===== config.mk =====
export PLATFORM = sky130hd
export DESIGN_NAME = rc_link_frame_receiver
export DESIGN_NICKNAME = d
export VERILOG_FILES = /design/src/hdl/rclfr_pkg.sv /design/src/hdl/rclfr_div.sv /design/src/hdl/rclfr_dp.sv /design/src/hdl/rclfr_ctrl.sv /design/src/hdl/rc_link_frame_receiver.sv
export SDC_FILE = /design/constraint.sdc
export NUM_CORES = 1
export LEC_CHECK = 0
export BUFFER_PORTS_ARGS = -buffer_cell sky130_fd_sc_hd__buf_2
export CORE_MARGIN = 3
export CORE_UTILIZATION = 40
export DETAILED_ROUTE_END_ITERATION = 10
export MAX_ROUTING_LAYER = met4
export PLACE_DENSITY = 0.56
export SLEW_MARGIN = 25
export SYNTH_ARGS = -nofsm -noshare
export SYNTH_HDL_FRONTEND = slang
export SYNTH_SLANG_ARGS = --single-unit

===== constraint.sdc =====
create_clock -name clk -period 16.5 [get_ports clk]
set_input_delay 1.65 -clock clk [delete_from_list [all_inputs] [get_ports clk]]
set_output_delay 1.65 -clock clk [all_outputs]
set_load 0.01 [all_outputs]

===== src/hdl/rclfr_pkg.sv =====
`default_nettype none
package rclfr_pkg;

	localparam int BUF_BYTES     = 64;
	localparam int BUF_AW        = 6;
	localparam int MAX_FRAME_LEN = 62;
	localparam int MIN_FRAME_LEN = 3;
	localparam int NUM_CHANNELS  = 16;
	localparam int MAX_RESULTS   = 64;
	localparam int CHAN_BITS     = 11;
	localparam int PROD_W        = 21;

	localparam logic [7:0]  CRC_POLY      = 8'hD5;
	localparam logic [7:0]  TYPE_CHANNELS = 8'h16;
	localparam logic [11:0] SCALE_BASE    = 12'd1000;

	localparam logic [2:0] REG_FC_ADDRESS  = 3'd0;
	localparam logic [2:0] REG_RAW_LOW     = 3'd1;
	localparam logic [2:0] REG_RAW_HIGH    = 3'd2;
	localparam logic [2:0] REG_PKT_TIMEOUT = 3'd3;
	localparam logic [2:0] REG_FAILSAFE    = 3'd4;
	localparam logic [2:0] REG_PASSTHROUGH = 3'd5;

	typedef struct packed {
		logic       cmd;
		logic [7:0] rx_byte;
	} in_item_t;

	typedef struct packed {
		logic [2:0]  kind;
		logic [11:0] value;
		logic [7:0]  frame_type;
		logic [3:0]  channel_index;
		logic        last;
	} out_item_t;

	typedef struct packed {
		logic [7:0]  fc_address;
		logic [10:0] raw_low;
		logic [10:0] raw_high;
		logic [15:0] packet_timeout_ms;
		logic [15:0] failsafe_ms;
		logic        passthrough;
	} cfg_t;

	typedef enum logic [2:0] {
		KIND_ECHO  = 3'd0,
		KIND_CHAN  = 3'd1,
		KIND_UP    = 3'd2,
		KIND_DOWN  = 3'd3,
		KIND_OTHER = 3'd4
	} kind_t;

	typedef enum logic [1:0] {OFF_ZERO, OFF_ONE, OFF_TWO, OFF_IDX} rd_off_t;
	typedef enum logic [2:0] {IDX_HOLD, IDX_ZERO, IDX_TWO, IDX_INC, IDX_CHAN} idx_op_t;
	typedef enum logic [2:0] {DROP_NONE, DROP_ONE, DROP_FRAME, DROP_ALL, DROP_FULL} drop_op_t;
	typedef enum logic [1:0] {VAL_ZERO, VAL_BYTE, VAL_RDATA, VAL_SCALE} val_sel_t;

	typedef struct packed {
		logic     latch;
		logic     byte_start;
		logic     tick_upd;
		logic     append;
		logic     rd;
		rd_off_t  rd_off;
		idx_op_t  idx_op;
		logic     len_ld;
		logic     crc_clr;
		logic     crc_step;
		logic     addr_ld;
		logic     type_ld;
		logic     win_clr;
		logic     win_shift;
		logic     ch_clr;
		logic     ch_inc;
		logic     mul_ld;
		logic     div_start;
		drop_op_t drop_op;
		logic     link_set;
		logic     link_clr;
		logic     emit;
		kind_t    kind;
		val_sel_t val_sel;
		logic     finish;
	} dp_cmd_t;

	typedef struct packed {
		logic is_tick;
		logic passthru;
		logic fill_le1;
		logic len_bad;
		logic enough;
		logic crc_last;
		logic crc_ok;
		logic chan_hit;
		logic link;
		logic flush;
		logic down;
		logic flush_more;
		logic last_chan;
		logic div_busy;
		logic out_free;
	} dp_stat_t;

	function automatic logic [7:0] crc8_step(input logic [7:0] crc, input logic [7:0] data);
		logic [7:0] c;
		c = crc ^ data;
		for (int b = 0; b < 8; b++) begin
			c = c[7] ? ((c << 1) ^ CRC_POLY) : (c << 1);
		end
		return c;
	endfunction

endpackage
`default_nettype wire


===== src/hdl/rclfr_div.sv =====
`default_nettype none
module rclfr_div (
	input  wire logic                          clk,
	input  wire logic                          arst_n,
	input  wire logic                          start,
	input  wire logic [rclfr_pkg::PROD_W-1:0]   dividend,
	input  wire logic [rclfr_pkg::CHAN_BITS-1:0] divisor,
	output logic                               busy,
	output logic [rclfr_pkg::PROD_W-1:0]        quotient
);
	import rclfr_pkg::*;

	logic [CHAN_BITS:0]   rem_q;
	logic [PROD_W-1:0]    quo_q;
	logic [CHAN_BITS-1:0] dsr_q;
	logic [4:0]           cnt_q;
	logic                 busy_q;
	logic [CHAN_BITS+1:0] trial;

	// one quotient bit per cycle, restoring
	assign trial = {rem_q, quo_q[PROD_W-1]} - {2'b0, dsr_q};

	always_ff @(posedge clk or negedge arst_n) begin
		if (!arst_n) begin
			busy_q <= 1'b0;
			cnt_q  <= '0;
		end else if (start) begin
			busy_q <= 1'b1;
			cnt_q  <= 5'(PROD_W - 1);
		end else if (busy_q) begin
			if (cnt_q == 5'd0) busy_q <= 1'b0;
			cnt_q <= cnt_q - 5'd1;
		end
	end

	always_ff @(posedge clk) begin
		if (start) begin
			rem_q <= '0;
			quo_q <= dividend;
			dsr_q <= divisor;
		end else if (busy_q) begin
			if (!trial[CHAN_BITS+1]) begin
				rem_q <= trial[CHAN_BITS:0];
				quo_q <= {quo_q[PROD_W-2:0], 1'b1};
			end else begin
				rem_q <= {rem_q[CHAN_BITS-1:0], quo_q[PROD_W-1]};
				quo_q <= {quo_q[PROD_W-2:0], 1'b0};
			end
		end
	end

	assign busy     = busy_q;
	assign quotient = quo_q;
endmodule
`default_nettype wire


===== src/hdl/rclfr_dp.sv =====
`default_nettype none
module rclfr_dp (
	input  wire logic                 clk,
	input  wire logic                 arst_n,
	input  wire rclfr_pkg::dp_cmd_t   cmd,
	output rclfr_pkg::dp_stat_t       stat,
	input  wire rclfr_pkg::cfg_t      cfg,
	input  wire rclfr_pkg::in_item_t  in_item,
	input  wire logic                 out_ready,
	output logic                      out_valid,
	output rclfr_pkg::out_item_t      out_item
);
	import rclfr_pkg::*;

	logic [7:0]        mem [BUF_BYTES];
	logic [BUF_AW-1:0] head_q;
	logic [BUF_AW:0]   fill_q;
	logic [15:0]       idle_q, since_q;
	logic              link_q;
	in_item_t          item_q;
	logic [7:0]        rdata_q;
	logic              rok_q;
	logic [7:0]        len_q, crc_q, type_q;
	logic              addr_hit_q;
	logic [BUF_AW:0]   idx_q;
	logic [23:0]       win_q;
	logic [3:0]        ch_q;
	logic [PROD_W-1:0] mag_s1;
	logic              neg_s1;
	out_item_t         pend_q, out_q;
	logic              pend_v_q, out_v_q;
	logic [6:0]        res_n_q;

	logic [BUF_AW-1:0] rd_addr, wr_addr, rd_off;
	logic [8:0]        len_p1, len_p2;
	logic [7:0]        ch_bits;
	logic [23:0]       win_sh;
	logic [10:0]       raw;
	logic signed [11:0] diff_s, den_s;
	logic signed [21:0] prod;
	logic [10:0]       den_mag;
	logic              den_zero;
	logic              div_busy;
	logic [PROD_W-1:0] quo;
	logic [22:0]       sv;
	logic [11:0]       scaled, new_val;
	logic [BUF_AW:0]   room;
	logic              down;
	out_item_t         new_item;
	logic              take, send_pend;

	assign len_p1  = {1'b0, len_q} + 9'd1;
	assign len_p2  = {1'b0, len_q} + 9'd2;
	assign ch_bits = 8'({4'b0, ch_q} * 8'(CHAN_BITS));

	always_comb begin
		unique case (cmd.rd_off)
			OFF_ZERO: rd_off = '0;
			OFF_ONE:  rd_off = BUF_AW'(1);
			OFF_TWO:  rd_off = BUF_AW'(2);
			OFF_IDX:  rd_off = idx_q[BUF_AW-1:0];
			default:  rd_off = '0;
		endcase
	end
	assign rd_addr = head_q + rd_off;
	assign wr_addr = head_q + fill_q[BUF_AW-1:0];

	always_ff @(posedge clk) begin
		if (cmd.append && !fill_q[BUF_AW]) mem[wr_addr] <= item_q.rx_byte;
		if (cmd.rd) begin
			rdata_q <= mem[rd_addr];
			rok_q   <= {2'b0, idx_q} < len_p1;
		end
	end

	// channel unpack and scaling
	assign win_sh   = win_q >> ch_bits[2:0];
	assign raw      = win_sh[10:0];
	assign diff_s   = $signed({1'b0, raw}) - $signed({1'b0, cfg.raw_low});
	assign den_s    = $signed({1'b0, cfg.raw_high}) - $signed({1'b0, cfg.raw_low});
	assign den_mag  = den_s[11] ? 11'(-den_s) : den_s[10:0];
	assign den_zero = den_s == 12'sd0;
	assign prod     = 22'(diff_s) * 22'sd1000;

	rclfr_div u_div (
		.clk      (clk),
		.arst_n   (arst_n),
		.start    (cmd.div_start),
		.dividend (mag_s1),
		.divisor  (den_mag),
		.busy     (div_busy),
		.quotient (quo)
	);

	assign sv = neg_s1 ? (23'(SCALE_BASE) - {2'b0, quo}) : (23'(SCALE_BASE) + {2'b0, quo});
	always_comb begin
		if (den_zero)             scaled = SCALE_BASE;
		else if (sv[22])          scaled = '0;
		else if (sv[21:12] != '0) scaled = 12'hFFF;
		else                      scaled = sv[11:0];
	end

	always_ff @(posedge clk) begin
		if (cmd.latch)    item_q <= in_item;
		if (cmd.len_ld)   len_q <= rdata_q;
		if (cmd.crc_clr)  crc_q <= '0;
		else if (cmd.crc_step) crc_q <= crc8_step(crc_q, rdata_q);
		if (cmd.addr_ld)  addr_hit_q <= rdata_q == cfg.fc_address;
		if (cmd.type_ld)  type_q <= rdata_q;
		if (cmd.win_clr)  win_q <= '0;
		else if (cmd.win_shift) win_q <= {rok_q ? rdata_q : 8'h00, win_q[23:8]};
		if (cmd.ch_clr)   ch_q <= '0;
		else if (cmd.ch_inc) ch_q <= ch_q + 4'd1;
		if (cmd.mul_ld) begin
			mag_s1 <= prod[21] ? PROD_W'(-prod) : prod[PROD_W-1:0];
			neg_s1 <= prod[21] ^ den_s[11];
		end
		unique case (cmd.idx_op)
			IDX_HOLD: ;
			IDX_ZERO: idx_q <= '0;
			IDX_TWO:  idx_q <= (BUF_AW+1)'(2);
			IDX_INC:  idx_q <= idx_q + 1'b1;
			IDX_CHAN: idx_q <= (BUF_AW+1)'(MIN_FRAME_LEN) + (BUF_AW+1)'(ch_bits[7:3]);
			default:  ;
		endcase
	end

	// result staging: hold one result back so the final one can carry last
	always_comb begin
		unique case (cmd.val_sel)
			VAL_ZERO:  new_val = '0;
			VAL_BYTE:  new_val = {4'b0, item_q.rx_byte};
			VAL_RDATA: new_val = {4'b0, rdata_q};
			VAL_SCALE: new_val = scaled;
			default:   new_val = '0;
		endcase
		new_item.kind          = cmd.kind;
		new_item.value         = new_val;
		new_item.frame_type    = (cmd.kind == KIND_CHAN || cmd.kind == KIND_OTHER) ? type_q : '0;
		new_item.channel_index = (cmd.kind == KIND_CHAN) ? ch_q : '0;
		new_item.last          = 1'b0;
	end
	assign take      = cmd.emit && (res_n_q < 7'(MAX_RESULTS));
	assign send_pend = pend_v_q && (take || cmd.finish);

	always_ff @(posedge clk) begin
		if (take) pend_q <= new_item;
		if (send_pend) begin
			out_q      <= pend_q;
			out_q.last <= cmd.finish;
		end
	end

	always_ff @(posedge clk or negedge arst_n) begin
		if (!arst_n) begin
			head_q   <= '0;
			fill_q   <= '0;
			idle_q   <= '0;
			since_q  <= '0;
			link_q   <= 1'b0;
			pend_v_q <= 1'b0;
			out_v_q  <= 1'b0;
			res_n_q  <= '0;
		end else begin
			if (cmd.byte_start) idle_q <= '0;
			if (cmd.tick_upd) begin
				if (idle_q != 16'hFFFF)  idle_q  <= idle_q + 16'd1;
				if (since_q != 16'hFFFF) since_q <= since_q + 16'd1;
			end
			if (cmd.link_set) begin
				link_q  <= 1'b1;
				since_q <= '0;
			end else if (cmd.link_clr) begin
				link_q <= 1'b0;
			end
			if (cmd.append && !fill_q[BUF_AW]) fill_q <= fill_q + 1'b1;
			unique case (cmd.drop_op)
				DROP_NONE: ;
				DROP_ONE: begin
					head_q <= head_q + 1'b1;
					fill_q <= fill_q - 1'b1;
				end
				DROP_FRAME: begin
					if (len_p2 >= {2'b0, fill_q}) begin
						fill_q <= '0;
					end else begin
						head_q <= head_q + len_p2[BUF_AW-1:0];
						fill_q <= fill_q - len_p2[BUF_AW:0];
					end
				end
				DROP_ALL:  fill_q <= '0;
				DROP_FULL: if (fill_q[BUF_AW]) fill_q <= '0;
				default:   ;
			endcase
			if (cmd.finish) begin
				pend_v_q <= 1'b0;
				res_n_q  <= '0;
			end else if (take) begin
				pend_v_q <= 1'b1;
				res_n_q  <= res_n_q + 7'd1;
			end
			if (send_pend)      out_v_q <= 1'b1;
			else if (out_ready) out_v_q <= 1'b0;
		end
	end

	assign down = link_q && (since_q > cfg.failsafe_ms);
	assign room = down ? (BUF_AW+1)'(MAX_RESULTS - 1) : (BUF_AW+1)'(MAX_RESULTS);

	always_comb begin
		stat.is_tick    = item_q.cmd;
		stat.passthru   = cfg.passthrough;
		stat.fill_le1   = fill_q <= (BUF_AW+1)'(1);
		stat.len_bad    = len_q < 8'(MIN_FRAME_LEN) || len_q > 8'(MAX_FRAME_LEN);
		stat.enough     = {2'b0, fill_q} >= len_p2;
		stat.crc_last   = {2'b0, idx_q} == len_p1;
		stat.crc_ok     = crc_q == rdata_q;
		stat.chan_hit   = addr_hit_q && (type_q == TYPE_CHANNELS);
		stat.link       = link_q;
		stat.flush      = (fill_q != '0) && (idle_q > cfg.packet_timeout_ms);
		stat.down       = down;
		stat.flush_more = ((idx_q + 1'b1) < fill_q) && (idx_q < room);
		stat.last_chan  = ch_q == 4'(NUM_CHANNELS - 1);
		stat.div_busy   = div_busy;
		stat.out_free   = !out_v_q || out_ready;
	end

	assign out_valid = out_v_q;
	assign out_item  = out_q;
endmodule
`default_nettype wire


===== src/hdl/rclfr_ctrl.sv =====
`default_nettype none
module rclfr_ctrl (
	input  wire logic                clk,
	input  wire logic                arst_n,
	input  wire logic                in_valid,
	output logic                     in_ready,
	input  wire rclfr_pkg::dp_stat_t stat,
	output rclfr_pkg::dp_cmd_t       cmd
);
	import rclfr_pkg::*;

	typedef enum logic [4:0] {
		ST_IDLE, ST_DISPATCH, ST_PASS, ST_SCAN, ST_LEN, ST_LCHK, ST_ECHO_DROP,
		ST_CRC_RD, ST_CRC_ACC, ST_CRC_CMP, ST_F_ADDR, ST_F_TYPE, ST_F_DEC,
		ST_F_OTHER, ST_F_UP, ST_CH_W0, ST_CH_R0, ST_CH_R1, ST_CH_R2, ST_CH_R3,
		ST_CH_MUL, ST_CH_DIV, ST_CH_WAIT, ST_CH_EMIT, ST_CH_DONE, ST_F_DROP,
		ST_FULLCHK, ST_FINISH, ST_T_CHK, ST_T_FL, ST_T_FE, ST_T_DOWN
	} state_t;

	state_t state_q, state_d;

	always_comb begin
		cmd     = '0;
		state_d = state_q;
		unique case (state_q)
			ST_IDLE: begin
				cmd.latch = in_valid;
				if (in_valid) state_d = ST_DISPATCH;
			end
			ST_DISPATCH: begin
				if (stat.is_tick) begin
					cmd.tick_upd = 1'b1;
					state_d      = ST_T_CHK;
				end else begin
					cmd.byte_start = 1'b1;
					if (stat.passthru) begin
						state_d = ST_PASS;
					end else begin
						cmd.append = 1'b1;
						state_d    = ST_SCAN;
					end
				end
			end
			ST_PASS: if (stat.out_free) begin
				cmd.emit    = 1'b1;
				cmd.kind    = KIND_ECHO;
				cmd.val_sel = VAL_BYTE;
				state_d     = ST_FINISH;
			end
			ST_SCAN: begin
				if (stat.fill_le1) begin
					state_d = ST_FULLCHK;
				end else begin
					cmd.rd     = 1'b1;
					cmd.rd_off = OFF_ONE;
					state_d    = ST_LEN;
				end
			end
			ST_LEN: begin
				cmd.len_ld = 1'b1;
				state_d    = ST_LCHK;
			end
			ST_LCHK: begin
				priority if (stat.len_bad) begin
					cmd.rd     = 1'b1;
					cmd.rd_off = OFF_ZERO;
					state_d    = ST_ECHO_DROP;
				end else if (stat.enough) begin
					cmd.crc_clr = 1'b1;
					cmd.idx_op  = IDX_TWO;
					state_d     = ST_CRC_RD;
				end else begin
					state_d = ST_FULLCHK;
				end
			end
			ST_ECHO_DROP: if (stat.out_free) begin
				cmd.emit    = 1'b1;
				cmd.kind    = KIND_ECHO;
				cmd.val_sel = VAL_RDATA;
				cmd.drop_op = DROP_ONE;
				state_d     = ST_SCAN;
			end
			ST_CRC_RD: begin
				cmd.rd     = 1'b1;
				cmd.rd_off = OFF_IDX;
				cmd.idx_op = IDX_INC;
				state_d    = ST_CRC_ACC;
			end
			ST_CRC_ACC: begin
				cmd.crc_step = 1'b1;
				cmd.rd       = 1'b1;
				cmd.rd_off   = OFF_IDX;
				if (stat.crc_last) state_d = ST_CRC_CMP;
				else               cmd.idx_op = IDX_INC;
			end
			ST_CRC_CMP: begin
				cmd.rd     = 1'b1;
				cmd.rd_off = OFF_ZERO;
				state_d    = stat.crc_ok ? ST_F_ADDR : ST_ECHO_DROP;
			end
			ST_F_ADDR: begin
				cmd.addr_ld = 1'b1;
				cmd.rd      = 1'b1;
				cmd.rd_off  = OFF_TWO;
				state_d     = ST_F_TYPE;
			end
			ST_F_TYPE: begin
				cmd.type_ld = 1'b1;
				state_d     = ST_F_DEC;
			end
			ST_F_DEC: begin
				cmd.ch_clr = 1'b1;
				priority if (!stat.chan_hit) state_d = ST_F_OTHER;
				else if (!stat.link)         state_d = ST_F_UP;
				else                         state_d = ST_CH_W0;
			end
			ST_F_OTHER: if (stat.out_free) begin
				cmd.emit = 1'b1;
				cmd.kind = KIND_OTHER;
				state_d  = ST_F_DROP;
			end
			ST_F_UP: if (stat.out_free) begin
				cmd.emit = 1'b1;
				cmd.kind = KIND_UP;
				state_d  = ST_CH_W0;
			end
			ST_CH_W0: begin
				cmd.idx_op  = IDX_CHAN;
				cmd.win_clr = 1'b1;
				state_d     = ST_CH_R0;
			end
			ST_CH_R0: begin
				cmd.rd     = 1'b1;
				cmd.rd_off = OFF_IDX;
				cmd.idx_op = IDX_INC;
				state_d    = ST_CH_R1;
			end
			ST_CH_R1: begin
				cmd.win_shift = 1'b1;
				cmd.rd        = 1'b1;
				cmd.rd_off    = OFF_IDX;
				cmd.idx_op    = IDX_INC;
				state_d       = ST_CH_R2;
			end
			ST_CH_R2: begin
				cmd.win_shift = 1'b1;
				cmd.rd        = 1'b1;
				cmd.rd_off    = OFF_IDX;
				state_d       = ST_CH_R3;
			end
			ST_CH_R3: begin
				cmd.win_shift = 1'b1;
				state_d       = ST_CH_MUL;
			end
			ST_CH_MUL: begin
				cmd.mul_ld = 1'b1;
				state_d    = ST_CH_DIV;
			end
			ST_CH_DIV: begin
				cmd.div_start = 1'b1;
				state_d       = ST_CH_WAIT;
			end
			ST_CH_WAIT: if (!stat.div_busy) state_d = ST_CH_EMIT;
			ST_CH_EMIT: if (stat.out_free) begin
				cmd.emit    = 1'b1;
				cmd.kind    = KIND_CHAN;
				cmd.val_sel = VAL_SCALE;
				if (stat.last_chan) begin
					state_d = ST_CH_DONE;
				end else begin
					cmd.ch_inc = 1'b1;
					state_d    = ST_CH_W0;
				end
			end
			ST_CH_DONE: begin
				cmd.link_set = 1'b1;
				state_d      = ST_F_DROP;
			end
			ST_F_DROP: begin
				cmd.drop_op = DROP_FRAME;
				state_d     = ST_SCAN;
			end
			ST_FULLCHK: begin
				cmd.drop_op = DROP_FULL;
				state_d     = ST_FINISH;
			end
			ST_FINISH: if (stat.out_free) begin
				cmd.finish = 1'b1;
				state_d    = ST_IDLE;
			end
			ST_T_CHK: begin
				if (stat.flush) begin
					cmd.idx_op = IDX_ZERO;
					state_d    = ST_T_FL;
				end else begin
					state_d = ST_T_DOWN;
				end
			end
			ST_T_FL: begin
				if (stat.flush_more) begin
					cmd.rd     = 1'b1;
					cmd.rd_off = OFF_IDX;
					state_d    = ST_T_FE;
				end else begin
					cmd.drop_op = DROP_ALL;
					state_d     = ST_T_DOWN;
				end
			end
			ST_T_FE: if (stat.out_free) begin
				cmd.emit    = 1'b1;
				cmd.kind    = KIND_ECHO;
				cmd.val_sel = VAL_RDATA;
				cmd.idx_op  = IDX_INC;
				state_d     = ST_T_FL;
			end
			ST_T_DOWN: begin
				if (!stat.down) begin
					state_d = ST_FINISH;
				end else if (stat.out_free) begin
					cmd.emit     = 1'b1;
					cmd.kind     = KIND_DOWN;
					cmd.link_clr = 1'b1;
					state_d      = ST_FINISH;
				end
			end
			default: state_d = ST_IDLE;
		endcase
	end

	always_ff @(posedge clk or negedge arst_n) begin
		if (!arst_n) state_q <= ST_IDLE;
		else         state_q <= state_d;
	end

	assign in_ready = state_q == ST_IDLE;
endmodule
`default_nettype wire


===== src/hdl/rc_link_frame_receiver.sv =====
`default_nettype none
// Channel  Handshake             Payload
// in       in_valid / in_ready   in_data   (cmd, rx_byte)
// out      out_valid / out_ready out_data  (kind, value, frame_type, channel_index, last)
// cfg      cfg_valid / cfg_ready cfg_index, cfg_data (always ready)
//
// One request at a time. A byte is echoed in passthrough, else appended and the
// buffer scanned: length check, CRC check, and for an accepted RC frame a read,
// multiply and divide per channel; a tick may flush bytes and report link-down.
// The 64-byte buffer is a circular memory; its one read port sets the pace.
// Reset clears the counters, link state and handshakes; buffer contents stay
// undefined until written. Output stalls hold the controller in place; the
// output register lets a finished request drain while the next one is taken.
module rc_link_frame_receiver (
	input  wire logic                 clk,
	input  wire logic                 arst_n,
	input  wire logic                 in_valid,
	output logic                      in_ready,
	input  wire rclfr_pkg::in_item_t  in_data,
	output logic                      out_valid,
	input  wire logic                 out_ready,
	output rclfr_pkg::out_item_t      out_data,
	input  wire logic                 cfg_valid,
	output logic                      cfg_ready,
	input  wire logic [2:0]           cfg_index,
	input  wire logic [15:0]          cfg_data
);
	import rclfr_pkg::*;

	cfg_t     cfg_q;
	dp_cmd_t  cmd;
	dp_stat_t stat;

	// configuration registers; always ready, a write lands at once, so keep
	// writes to times when no request is in flight
	assign cfg_ready = 1'b1;

	always_ff @(posedge clk or negedge arst_n) begin
		if (!arst_n) begin
			cfg_q.fc_address        <= 8'd200;
			cfg_q.raw_low           <= 11'd172;
			cfg_q.raw_high          <= 11'd1811;
			cfg_q.packet_timeout_ms <= 16'd100;
			cfg_q.failsafe_ms       <= 16'd300;
			cfg_q.passthrough       <= 1'b0;
		end else if (cfg_valid) begin
			unique case (cfg_index)
				REG_FC_ADDRESS:  cfg_q.fc_address        <= cfg_data[7:0];
				REG_RAW_LOW:     cfg_q.raw_low           <= cfg_data[10:0];
				REG_RAW_HIGH:    cfg_q.raw_high          <= cfg_data[10:0];
				REG_PKT_TIMEOUT: cfg_q.packet_timeout_ms <= cfg_data;
				REG_FAILSAFE:    cfg_q.failsafe_ms       <= cfg_data;
				REG_PASSTHROUGH: cfg_q.passthrough       <= cfg_data[0];
				default:         ;
			endcase
		end
	end

	// sequence the scan, CRC, unpack and flush
	rclfr_ctrl u_ctrl (
		.clk      (clk),
		.arst_n   (arst_n),
		.in_valid (in_valid),
		.in_ready (in_ready),
		.stat     (stat),
		.cmd      (cmd)
	);

	// buffer, counters, CRC, scaling and result staging
	rclfr_dp u_dp (
		.clk       (clk),
		.arst_n    (arst_n),
		.cmd       (cmd),
		.stat      (stat),
		.cfg       (cfg_q),
		.in_item   (in_data),
		.out_ready (out_ready),
		.out_valid (out_valid),
		.out_item  (out_data)
	);
endmodule
`default_nettype wire

Word level (Yosys, flattened, before mapping)
Memories as Yosys holds them, arrays and structs flattened. A register that Yosys moved wholly into a read port is not among the register bits.
Cells that the tools add are included.
{"block": "op_classes", "n_addsub": 23, "eq_ne": 69, "reduce_logical": 42, "n_shift": 1, "n_bitwise": 10, "n_lt_le_gt_ge": 11, "mux": 120, "multipliers": 2}
{"cell": "$pmux W5 S32", "n": 1}
{"cell": "$mux W5", "n": 20}
{"cell": "$mux W16", "n": 6}
{"cell": "$eq A5 B5 Y1 const B", "n": 16}
{"cell": "$mux W8", "n": 9}
{"cell": "$mux W21", "n": 3}
{"cell": "$pmux W7 S4", "n": 2}
{"cell": "$mux W12", "n": 4}
{"cell": "$pmux W12 S4", "n": 1}
{"cell": "$mux W7", "n": 6}
{"cell": "$mux W1", "n": 41}
{"cell": "$eq A5 B4 Y1 const B", "n": 8}
{"cell": "$not A5 Y5", "n": 8}
{"cell": "$pmux W3 S6", "n": 2}
{"cell": "$add A16 B1 Y16 const B", "n": 2}
{"cell": "$gt A16 B16 Y1", "n": 2}
{"cell": "$ne A16 B16 Y1 const B", "n": 2}
{"cell": "$mux W6", "n": 4}
{"cell": "$pmux W4 S6", "n": 1}
{"cell": "$pmux W6 S4", "n": 1}
{"cell": "$shr A24 B3 Y11", "n": 1}
{"cell": "$sub A11 B11 Y12", "n": 2}
{"cell": "$mux W23", "n": 1}
{"cell": "$add A10 B21 Y22 const A", "n": 1}
{"cell": "other kinds (62)", "n": 134}
{"block": "totals", "in_bits": 33, "wordCells": 321, "ff_bits": 320, "ramBits": 512, "mem_count": 1}
{"memory": "u_dp.mem", "depth": 64, "width": 8, "rd": 1, "rd_ports_with_merged_regs": 1, "wr": 1, "line": "rclfr_dp.sv:15", "text": "logic [7:0] mem [BUF_BYTES];"}

Longest topological paths before layout
Gate-level depths: netlist of the first run.
{"block": "depth", "ltp_word": 17, "ltp_mapped": 36}

Hierarchy
Synthesis of the first run repeated with hierarchy kept, for this count alone.
{"block": "unflattened", "hier_cells": 3144, "area_unflattened_um2": 42398.2}
{"mod": "rclfr_dp", "cells_per_inst": 2553, "area_per_inst_um2": 35967.0, "n_inst": 1}
{"mod": "rclfr_div", "cells_per_inst": 255, "area_per_inst_um2": 2745.1, "n_inst": 1}
{"mod": "rc_link_frame_receiver", "cells_per_inst": 139, "area_per_inst_um2": 2441.1, "n_inst": 1}
{"mod": "rclfr_ctrl", "cells_per_inst": 197, "area_per_inst_um2": 1244.9, "n_inst": 1}

Worst setup path after synthesis of the first run
Ideal clock, no wire load.
{"block": "synth_path", "path_kind": "reg2reg", "from": "reg u_dp.ch_q[0]", "to": "reg u_dp.mag_s1[16] (data pin)", "stages_incl_launch_ff": 33, "path_slack_ns": 7.874, "synth_period_minus_slack_ns": 8.626, "arrival_time_ns": 8.360, "path_cell_list": "dfxtp_1 -> ha_1 -> clkbuf_1 -> buf_1 -> mux2_2 -> o21ai_0 -> nor2_1 -> a31o_2 -> ha_1 -> a21oi_1 -> o21ai_1 -> a31oi_1 -> nor2b_1 -> o21a_1 -> o41a_1 -> a31oi_1 -> ha_1 -> xnor2_1 -> fa_1 -> inv_1 -> fa_1 -> inv_1 -> fa_1 -> inv_1 -> ha_1 -> nor3_1 -> nor2_1 -> a31o_2 -> a21oi_1 -> xor2_1 -> clkbuf_1 -> nor2_1 -> xor2_1"}
{"block": "synth_via", "elab_chain_len": 6}
{"element": "from (decl)", "line": "rclfr_dp.sv:27", "text": "logic [3:0] ch_q;"}
{"element": "from (signal assigned)", "line": "rclfr_dp.sv:113", "text": "else if (cmd.ch_inc) ch_q <= ch_q + 4'd1;"}
{"element": "$mul A4 B4 Y8 *", "line": "rclfr_dp.sv:54", "text": "assign ch_bits = 8'({4'b0, ch_q} * 8'(CHAN_BITS));"}
{"element": "named net u_dp.ch_bits[1]", "line": "rclfr_dp.sv:36", "text": "logic [7:0] ch_bits;"}
{"element": "$shr A24 B3 Y11 *", "line": "rclfr_dp.sv:77", "text": "assign win_sh = win_q >> ch_bits[2:0];"}
{"element": "$sub A11 B11 Y12 *", "line": "rclfr_dp.sv:79", "text": "assign diff_s = $signed({1'b0, raw}) - $signed({1'b0, cfg.raw_low});"}
{"element": "$mul A12 B8 Y19 *", "line": "rclfr_dp.sv:83", "text": "assign prod = 22'(diff_s) * 22'sd1000;"}
{"element": "$neg A21 Y21", "line": "rclfr_dp.sv:115", "text": "mag_s1 <= prod[21] ? PROD_W'(-prod) : prod[PROD_W-1:0];"}
{"element": "$mux W21 *", "line": "rclfr_dp.sv:115"}
{"element": "to (signal assigned)", "line": "rclfr_dp.sv:115"}
{"element": "to (decl)", "line": "rclfr_dp.sv:28", "text": "logic [PROD_W-1:0] mag_s1;"}
The timed path passes the listed nets; every way through them passes the cells marked *.
A chain may end at the register's enable or synchronous reset.

Final worst setup path of the first run
{"block": "layout_path", "from": "reg u_dp.ch_q[0]", "to": "reg u_dp.mag_s1[15] (data pin)"}
The elaborated chain is that of the path after synthesis.

==> run summary, run 1 <==
================================================================================
Die ar.                                                               107900 um2
Post-route setup TNS                                                        0 ns
Layout cells sized above 1                                                15.44%
Io pins                                                                       64
Vertical extent of the die                                              328.4 um
Number of hold-repair buffers added at the cts stage                           0
Number of flops mapped to enable cells by yosys                              660
Rows                                                                         117
Number of synthesis warnings                                                   0
Critical Path Max Stage Delay                                            0.75 ns
DRC violations left                                                            0
Clk sinks                                                                    837
TritonCTS clock tree                                                       built
Worst-margin pin slew                                                   1.012 ns
Net count, final                                                            3446
DRT Wirelength                                                          100.9 mm
Synth Net Count                                                             3369
Number of instances in the synthesized netlist                              3113
Core area                                                             102500 um2
Post-route setup slack                                                  7.442 ns
Initial DRT Pass Iterations                                                    5
Placement-stage worst setup slack                                       7.519 ns
Most used flip-flop cell after synthesis                            sky130_fd_sc_hd__edfxtp_1
Seq cells post-synth                                                         837
Post-synth design cell area                                            41580 um2
Hold_ws                                                                0.4105 ns
Outcome                                                                completed
Clock latency on the worst-skew pair                                     0.68 ns
Post-route ant nets                                                            0
Count of final hold-check violations                                           0
Number of antenna violations at the first check in global routing              0
F_max                                                                  110.4 MHz
Synthesis-to-layout area growth                                           11.95%
Number of port buffers                                                        62
Data required time of the worst path                                    16.89 ns
TritonCTS buffer count                                                        92
Synth cell types                                                              93
RSZ-0062 raised after global routing                                          no
Initial DRC Count                                                           1894
Die span in x                                                           328.4 um
Sequential share of the synthesized area                                  57.80%
Detailed placer's ending HPWL                                           67.39 mm
Slew Limit Headroom                                                       32.02%
Total number of H-tree levels                                                  3
Max cap viols                                                                  0
Overall routing resource usage                                            19.43%
Setup Fix Bufs, Post-CTS                                                       0
Number of slew-limit violations in the final report                            0
Overflow left after global routing                                             0
Clock tree buffer depth                                                        3
Cell depth of the worst min-delay path                                         0
Cell at the root of the clock tree                                  sky130_fd_sc_hd__clkbuf_16
Quantity of gates resized following cts                                        0
Final routed wire length divided by cell count                          21.77 um
Kind of end point of the critical path                                 flip-flop
Count of cells along the worst register-to-register path                      31
Initial core utilization                                                  40.58%
Most common cell after layout, fill and taps aside                  sky130_fd_sc_hd__edfxtp_1
Slack of the worst reg-to-reg path                                       7.44 ns
Number of setup violations in the final report                                 0
Number of placed cells counting well taps                                   4464
Min-delay worst type                                                flip-flop to flip-flop
Filler instances                                                            9170
Async set or reset register ratio after synthesis                         15.41%
Clk pin slew, worst setup/hold paths                                     0.06 ns
Vias                                                                       25400
Global placement routability congestion                                   0.9038
Post-Route Skew                                                       0.03120 ns
Detailed-route vias per instance                                           5.483
Worst EP arrival                                                         9.45 ns
Crit-path slowest cell                                              sky130_fd_sc_hd__ha_1
Largest net degree at the start of global routing                             96
Top library cells by usage in the layout, fill and taps aside       sky130_fd_sc_hd__edfxtp_1 (660), sky130_fd_sc_hd__nand2_1 (252), sky130_fd_sc_hd__nor2_1 (240), sky130_fd_sc_hd__inv_1 (205), sky130_fd_sc_hd__ha_1 (178)
Final period demand of the worst path                                   9.058 ns
Wire length of the first global-routing pass                            156.3 mm
Final worst-path cycle share                                              54.90%
Startpoint class of the critical path                                  flip-flop
Top fanout value on the critical path                                         19
Number of global-route vias before repair                                  25840
Count of non-filler cells in the finished layout                            4633
Synthesized area per cell                                              13.36 um2
Crit Path Class                                                     flip-flop to flip-flop
================================================================================
-- state kept, by name (all words and copies together) (netlist names), 7 cells and up --
signal / flops
u_dp.idle_q: 16
u_dp.pend_q: 27
u_dp.idx_q: 7
u_dp.crc_q: 8
u_dp.u_div.dsr_q: 11
cfg_q: 63
u_dp.u_div.rem_q: 12
u_dp.type_q: 8
u_dp.u_div.quotient: 21
u_dp.mem: 512
u_dp.since_q: 16
u_dp.out_item: 28
u_dp.fill_q: 7
u_dp.rdata_q: 8
u_dp.len_q: 8
u_dp.res_n_q: 7
u_dp.item_q: 8
u_dp.win_q: 24
u_dp.mag_s1: 18
-- critical path: cells and delay by family (launching register included) --
family	cells	cell delay, ns
adders and majority gates	7	3.44
AOI/OAI and AO/OA	11	2.41
xor gates and xnor gates	3	0.75
DFF	1	0.70
and+or+nand+nor	4	0.51
buffers and inverters	5	0.51
muxes	1	0.43
-- synth_stat cells (19+ instances only) --
cell	n	area share (%)
sky130_fd_sc_hd__a21o_1	36	0.65
sky130_fd_sc_hd__a21oi_1	124	1.5
sky130_fd_sc_hd__a31oi_1	20	0.30
sky130_fd_sc_hd__and3_1	19	0.29
sky130_fd_sc_hd__buf_1	20	0.18
sky130_fd_sc_hd__clkbuf_1	84	0.76
sky130_fd_sc_hd__dfrtp_1	109	6.6
sky130_fd_sc_hd__dfstp_2	20	1.3
sky130_fd_sc_hd__dfxtp_1	48	2.3
sky130_fd_sc_hd__edfxtp_1	660	48
sky130_fd_sc_hd__fa_1	44	2.1
sky130_fd_sc_hd__ha_1	179	5.4
sky130_fd_sc_hd__inv_1	205	1.9
sky130_fd_sc_hd__mux2_2	50	1.4
sky130_fd_sc_hd__mux2i_1	46	1.1
sky130_fd_sc_hd__mux4_2	163	8.8
sky130_fd_sc_hd__nand2_1	252	2.3
sky130_fd_sc_hd__nand2b_1	21	0.32
sky130_fd_sc_hd__nand3_1	64	0.77
sky130_fd_sc_hd__nand4_1	26	0.39
sky130_fd_sc_hd__nor2_1	243	2.2
sky130_fd_sc_hd__nor2b_1	41	0.62
sky130_fd_sc_hd__nor3_1	46	0.55
sky130_fd_sc_hd__o21ai_0	116	1.4
sky130_fd_sc_hd__xnor2_1	130	2.7
sky130_fd_sc_hd__xor2_1	71	1.5
-- cells by family after synthesis --
kind of cell               Yosys count  synth area share (%)
AOI/OAI and AO/OA                  461                 7.063
xor gates and xnor gates           202                 4.273
adders and majority gates          223                 7.505
buffers and inverters              319                 2.916
DFF                                837                 57.80
muxes                              260                 11.32
other                                2               0.01806
and+or+nand+nor                    809                 9.109
-- metrics by stage --
| step | utilization [%] | instance area (um2) |
|---|---|---|
| after floorplan | - | 41580 |
| after global placement | 42.48 | 43530 |
| after detailed placement | 42.48 | 43530 |
| after CTS | 45.41 | 46540 |
| after global routing | 45.42 | 46550 |
| final | 45.42 | 46550 |
-- per-layer routing --
metal / routed length, um / GRT usage (%)
met1: 43880 / 25.46
met2: 49470 / 31.64
met3: 4714 / 2.730
met4: 2778 / 5.693
met5: 0 / -
-- layout make-up --
| class | count | area, um2 | share of cell area, % |
|---|---|---|---|
| timing repair buffer | 94 | 565.5 | 1.215 |
| tap | 1368 | 1712 | 3.677 |
| inverter | 208 | 780.7 | 1.677 |
| clock buffer | 128 | 2529 | 5.432 |
| clock inverter | 40 | 481.7 | 1.035 |
| sequential | 837 | 24030 | 51.63 |
| antenna | 1 | 2.502 | 0.005376 |
| multi-input combinational | 1957 | 16440 | 35.33 |
-- path summary, 6_finish.rpt --
path                                              start                    endpoint
max                           u_dp.ch_q[0]$_SDFFE_PP0P_   u_dp.mag_s1[15]$_DFFE_PP_
min                        u_dp.pend_q[5]$_SDFFCE_PN0P_  u_dp.out_item[5]$_DFFE_PP_
max reg2reg                   u_dp.ch_q[0]$_SDFFE_PP0P_   u_dp.mag_s1[15]$_DFFE_PP_
min reg2reg                u_dp.pend_q[5]$_SDFFCE_PN0P_  u_dp.out_item[5]$_DFFE_PP_
max in group asynchronous                        arst_n  u_dp.out_valid$_DFFE_PN0P_
min in group asynchronous                        arst_n       cfg_q[10]$_DFFE_PN0P_
Power of run 1 is left out: the tool's default activity adds up to more than one toggle a clock period on the data nets, which glitch-free logic cannot reach.
==> inputs of run 2 (changes only) <==
==> constraint.sdc (replaced) <==
create_clock -name clk -period 9 [get_ports clk]
set_input_delay 0.9 -clock clk [delete_from_list [all_inputs] [get_ports clk]]
set_output_delay 0.9 -clock clk [all_outputs]
set_load 0.01 [all_outputs]
==> run summary, run 2 (synthesized netlist as in run 1, its figures left out) <==
================================================================================
Outcome                                                                completed
Rows                                                                         117   unchanged
Crit-path slowest cell                                              sky130_fd_sc_hd__ha_1
F_max                                                                  119.6 MHz   +8.3%
Detailed-route vias per instance                                           5.463   -0.36%
Clock latency on the worst-skew pair                                     0.68 ns   about the same
Top library cells by usage in the layout, fill and taps aside       sky130_fd_sc_hd__edfxtp_1 (660), sky130_fd_sc_hd__nand2_1 (252), sky130_fd_sc_hd__nor2_1 (240), sky130_fd_sc_hd__inv_1 (205), sky130_fd_sc_hd__ha_1 (178)
Max cap viols                                                                  0   unchanged
Number of slew-limit violations in the final report                            0   unchanged
Vias                                                                       25380   -0.10%
Data required time of the worst path                                     9.41 ns   -7.48 ns
Largest net degree at the start of global routing                             69   -28%
Top fanout value on the critical path                                         19   unchanged
Setup Fix Bufs, Post-CTS                                                       0   unchanged
Number of hold-repair buffers added at the cts stage                           0   unchanged
Worst-margin pin slew                                                   1.013 ns   +0.0006449 ns
Die ar.                                                               107900 um2   unchanged
Number of antenna violations at the first check in global routing              2   +2
Startpoint class of the critical path                                  flip-flop
Count of final hold-check violations                                           0   unchanged
Vertical extent of the die                                              328.4 um   unchanged
DRT Wirelength                                                          100.9 mm   about the same
Die span in x                                                           328.4 um   unchanged
Hold_ws                                                                0.3123 ns   -0.09821 ns
Final period demand of the worst path                                   8.361 ns   -0.6966 ns
TritonCTS clock tree                                                       built
Critical path's top delay family                                     adder cells
Post-route ant nets                                                            0   unchanged
Layout cells sized above 1                                                15.90%   +0.46 points
Max FFs per register                                                         512   unchanged
Number of global-route vias before repair                                  26160   +1.2%
Final worst-path cycle share                                              92.90%   +38 points
Initial core utilization                                                  40.58%   unchanged
Most common cell after layout, fill and taps aside                  sky130_fd_sc_hd__edfxtp_1
Inserted Diodes                                                                0   -1
Clock tree buffer depth                                                        3   unchanged
Biggest register                                                        u_dp.mem
Wire length of the first global-routing pass                            155.8 mm   -0.36%
Cell at the root of the clock tree                                  sky130_fd_sc_hd__clkbuf_16
Most prevalent standard cell on the critical path                   sky130_fd_sc_hd__fa_1
Clk pin slew, worst setup/hold paths                                     0.06 ns   about the same
Number of setup violations in the final report                                 0   unchanged
Crit Path Class                                                     flip-flop to flip-flop
Overall routing resource usage                                            19.34%   -0.089 points
Post-Route Skew                                                       0.03119 ns   -0.00001090 ns
Slew Limit Headroom                                                       31.97%   -0.043 points
Min-delay worst type                                                input pin to async pin
Worst EP arrival                                                         8.77 ns   -0.68 ns
Post-Layout Inst Area                                                  46680 um2   +0.29%
DRC violations left                                                            0   unchanged
Kind of end point of the critical path                                 flip-flop
Net count, final                                                            3455   +0.26%
Core area                                                             102500 um2   unchanged
Initial DRT Pass Iterations                                                    6   +1
Critical Path Max Stage Delay                                            0.53 ns   -0.22 ns
Instance area after placement                                          43630 um2   +0.23%
Synthesis-to-layout area growth                                           12.27%
RSZ-0062 raised after global routing                                          no
Final routed wire length divided by cell count                          21.73 um   -0.18%
Io pins                                                                       64   unchanged
Number of port buffers                                                        62   unchanged
Total number of H-tree levels                                                  3   unchanged
Post-route setup TNS                                                        0 ns   unchanged
WP buf/inv                                                                     6   +1
Initial DRC Count                                                           2016   +6.4%
Overflow left after global routing                                             0   unchanged
Detailed placer's ending HPWL                                           68.02 mm   +0.95%
Global placement routability congestion                                   0.8950   -0.97%
Clk sinks                                                                    837   unchanged
TritonCTS buffer count                                                        90   -2.2%
================================================================================
[run 2: routing by layer]
metal / track usage, % / share of wire (%)
met1: 24.83 / 43
met2: 32.01 / 49
met3: 3.073 / 4.8
met4: 5.255 / 2.4
met5: - / 0
[run 2: worst register-to-register path: cells and delay by family, from the launching register on]
| family | cells | cell delay, ns |
|---|---|---|
| adder cells (fa/ha/maj) | 9 | 3.87 |
| flip-flops | 1 | 0.45 |
| AND/OR/NAND/NOR | 4 | 0.60 |
| XOR/XNOR | 2 | 0.29 |
| AO/OA/AOI/OAI | 10 | 2.13 |
| buffers and inverters | 6 | 0.75 |
[run 2: worst paths after layout]
check	from	endpoint	slack, ns	depth (start not counted)
min in group clk	u_dp.pend_q[11]$_SDFFCE_PN0P_	u_dp.out_item[11]$_DFFE_PP_	0.42	0
hold reg to reg	u_dp.pend_q[11]$_SDFFCE_PN0P_	u_dp.out_item[11]$_DFFE_PP_	0.42	0
setup / recovery	u_dp.ch_q[2]$_SDFFE_PP0P_	u_dp.mag_s1[15]$_DFFE_PP_	0.64	31
max in group asynchronous	arst_n	u_dp.pend_v_q$_DFFE_PN0N_	7.23	2
hold / removal	arst_n	u_dp.since_q[14]$_DFFE_PN0P_	0.31	1
setup reg to reg	u_dp.ch_q[2]$_SDFFE_PP0P_	u_dp.mag_s1[15]$_DFFE_PP_	0.64	31
[run 2: area by class of cell]
| class | instances | area (um2) |
|---|---|---|
| Timing Repair Buffer | 105 | 676.9 |
| Fill cell | 9103 | 55790 |
| Sequential cell | 837 | 24030 |
| Multi-Input combinational cell | 1957 | 16450 |
| Tap cell | 1368 | 1712 |
| Clock inverter | 61 | 663.1 |
| Inverter | 208 | 780.7 |
| Clock buffer | 109 | 2365 |
[run 2: metrics by stage]
step	worst slack (ns)	cells	util, %
2_1_floorplan	0.3741	3113	-
3_3_place_gp	0.7400	4474	42.57
3_5_place_dp	0.6102	4474	42.57
4_1_cts	0.5830	4644	45.53
5_1_grt	0.1033	4645	45.56
6_report	0.6389	4645	45.56
[run 2: what timing repair did]
action                                  CTS  global route
hold endpoints to repair                  0             0
endpoints found under the setup margin    0             1
resized for setup                         0             1
Power of run 2 is left out for the same reason.
==> inputs of run 3 (changes only) <==
--- a/config.mk
+++ b/config.mk
@@ -6,11 +6,12 @@
 export NUM_CORES = 1
 export LEC_CHECK = 0
 export BUFFER_PORTS_ARGS = -buffer_cell sky130_fd_sc_hd__buf_2
+export CORE_ASPECT_RATIO = 0.75
 export CORE_MARGIN = 3
-export CORE_UTILIZATION = 40
+export CORE_UTILIZATION = 60
 export DETAILED_ROUTE_END_ITERATION = 10
 export MAX_ROUTING_LAYER = met4
-export PLACE_DENSITY = 0.56
+export PLACE_DENSITY = 0.77
 export SLEW_MARGIN = 25
 export SYNTH_ARGS = -nofsm -noshare
 export SYNTH_HDL_FRONTEND = slang
==> run summary, run 3 (synthesized netlist as in run 1, its figures left out) <==
================================================================================
Outcome                                                                completed
Overall routing resource usage                                            29.04%   +9.7 points
Final routed wire length divided by cell count                          24.33 um   +12%
Clk pin slew, worst setup/hold paths                                     0.07 ns   about the same
Crit-path slowest cell                                              sky130_fd_sc_hd__fa_1
Startpoint of the worst register-to-register path                   u_dp.ch_q[1]$_SDFFE_PP0P_
Critical Path Max Stage Delay                                            0.54 ns   about the same
Crit path launch                                                    u_dp.ch_q[1]$_SDFFE_PP0P_
Worst-margin pin slew                                                   1.037 ns   +0.02409 ns
TritonCTS buffer count                                                        80   -11%
Number of antenna violations at the first check in global routing              2   unchanged
Number of port buffers                                                        62   unchanged
Worst EP arrival                                                         8.75 ns   -0.02 ns
Wire length of the first global-routing pass                            155.1 mm   -0.43%
Filler instances                                                            4601   -49%
Min-delay worst type                                                input pin to async pin
Clk sinks                                                                    837   unchanged
Count of final hold-check violations                                           0   unchanged
Post-route setup slack                                                 0.6110 ns   -0.02797 ns
Clock latency on the worst-skew pair                                     0.64 ns   -0.04 ns
Overflow left after global routing                                             0   unchanged
Final worst-path cycle share                                              93.21%   +0.31 points
Total number of H-tree levels                                                  3   unchanged
Rows                                                                          82   -30%
Layout cells sized above 1                                                15.24%   -0.66 points
Top library cells by usage in the layout, fill and taps aside       sky130_fd_sc_hd__edfxtp_1 (660), sky130_fd_sc_hd__nand2_1 (252), sky130_fd_sc_hd__nor2_1 (241), sky130_fd_sc_hd__inv_1 (205), sky130_fd_sc_hd__ha_1 (176)
Number of setup violations in the final report                                 0   unchanged
Post-Route Skew                                                       0.01951 ns   -0.01168 ns
Net count, final                                                            3442   -0.38%
Io pins                                                                       64   unchanged
Vertical extent of the die                                              234.0 um   -29%
Max cap viols                                                                  0   unchanged
Initial DRC Count                                                           3053   +51%
Synthesis-to-layout area growth                                           9.611%
Startpoint class of the critical path                                  flip-flop
Final period demand of the worst path                                   8.389 ns   +0.02797 ns
Number of hold-repair buffers added at the cts stage                           0   unchanged
Kind of end point of the critical path                                 flip-flop
Slack of the worst reg-to-reg path                                       0.61 ns   -0.03 ns
Die ar.                                                                72530 um2   -33%
Post-route ant nets                                                            0   unchanged
Initial core utilization                                                  61.40%   +21 points
Vias                                                                       26480   +4.4%
Initial DRT Pass Iterations                                                    6   unchanged
Most common cell after layout, fill and taps aside                  sky130_fd_sc_hd__edfxtp_1
Number of global-route vias before repair                                  26180   +0.088%
Core area                                                              67710 um2   -34%
Number of slew-limit violations in the final report                            0   unchanged
Post-route setup TNS                                                        0 ns   unchanged
F_max                                                                  119.2 MHz   -0.33%
Max FFs per register                                                         512   unchanged
Slew Limit Headroom                                                       30.68%   -1.3 points
Cell at the root of the clock tree                                  sky130_fd_sc_hd__clkbuf_16
Biggest register                                                        u_dp.mem
Global placement routability congestion                                   0.9169   +2.4%
Detailed-route vias per instance                                           6.411   +17%
Detailed placer's ending HPWL                                           67.01 mm   -1.5%
TritonCTS clock tree                                                       built
Clock tree buffer depth                                                        3   unchanged
Die span in x                                                           310.0 um   -5.6%
DRC violations left                                                            0   unchanged
RSZ-0062 raised after global routing                                          no
Placement-stage worst setup slack                                      0.5338 ns   -0.07646 ns
DRT Wirelength                                                          100.5 mm   -0.41%
Crit Path Class                                                     flip-flop to flip-flop
Top fanout value on the critical path                                         19   unchanged
Largest net degree at the start of global routing                             79   +14%
Data required time of the worst path                                     9.36 ns   -0.05 ns
================================================================================
-- run 3: per-layer routing --
metal / part of all wire (%) / vias to the layer above / track usage [%]
li1: - / 11680 / -
met1: 42 / 13210 / 41.65
met2: 45 / 1366 / 42.67
met3: 9.6 / 225 / 5.986
met4: 2.9 / 0 / 8.198
met5: 0 / - / -
-- run 3: layout make-up --
type	count	area (um2)	area share (%)
Sequential cell	837	24030	52.73
Inverter	208	780.7	1.713
Clock buffer	110	2197	4.821
Antenna cell	1	2.502	0.005491
Tap cell	882	1104	2.421
Timing Repair Buffer	102	658.1	1.444
Multi-Input combinational cell	1957	16450	36.10
Clock inverter	34	349.1	0.7659
-- run 3: path summary, 6_finish.rpt --
path | end | cells after the start
setup / recovery | u_dp.mag_s1[15]$_DFFE_PP_ | 33
hold / removal | u_dp.head_q[4]$_DFFE_PN0P_ | 1
setup reg to reg | u_dp.mag_s1[15]$_DFFE_PP_ | 33
hold reg to reg | u_dp.out_item[20]$_DFFE_PP_ | 0
max in group asynchronous | cfg_q[45]$_DFFE_PN0P_ | 2
min in group clk | u_dp.out_item[20]$_DFFE_PP_ | 0
-- run 3: timing repair --
action	CTS	global route
endpoints found under the setup margin	0	17
resized for setup	0	3
buffers inserted	0	1
-- run 3: critical path: cells and delay by family (launching register included) --
family,cells,cell delay (ns)
flops,1,0.36
simple gates,6,0.75
fa+ha+maj,7,3.19
xor+xnor,2,0.35
buf+inv,6,0.82
mux,1,0.26
compound gates,11,2.39
-- run 3: stage by stage --
stage | instance area (um2) | hold slack [ns] | std cells | utilization [%]
floorplan | 41580 | 0.4003 | 3113 | -
global placement | 42980 | 0.4024 | 3984 | 63.48
detailed placement | 42990 | 0.4045 | 3984 | 63.48
CTS | 45530 | 0.2973 | 4128 | 67.25
global route | 45580 | 0.3508 | 4131 | 67.31
finish | 45580 | 0.3041 | 4131 | 67.31
Power of run 3 is left out for the same reason.
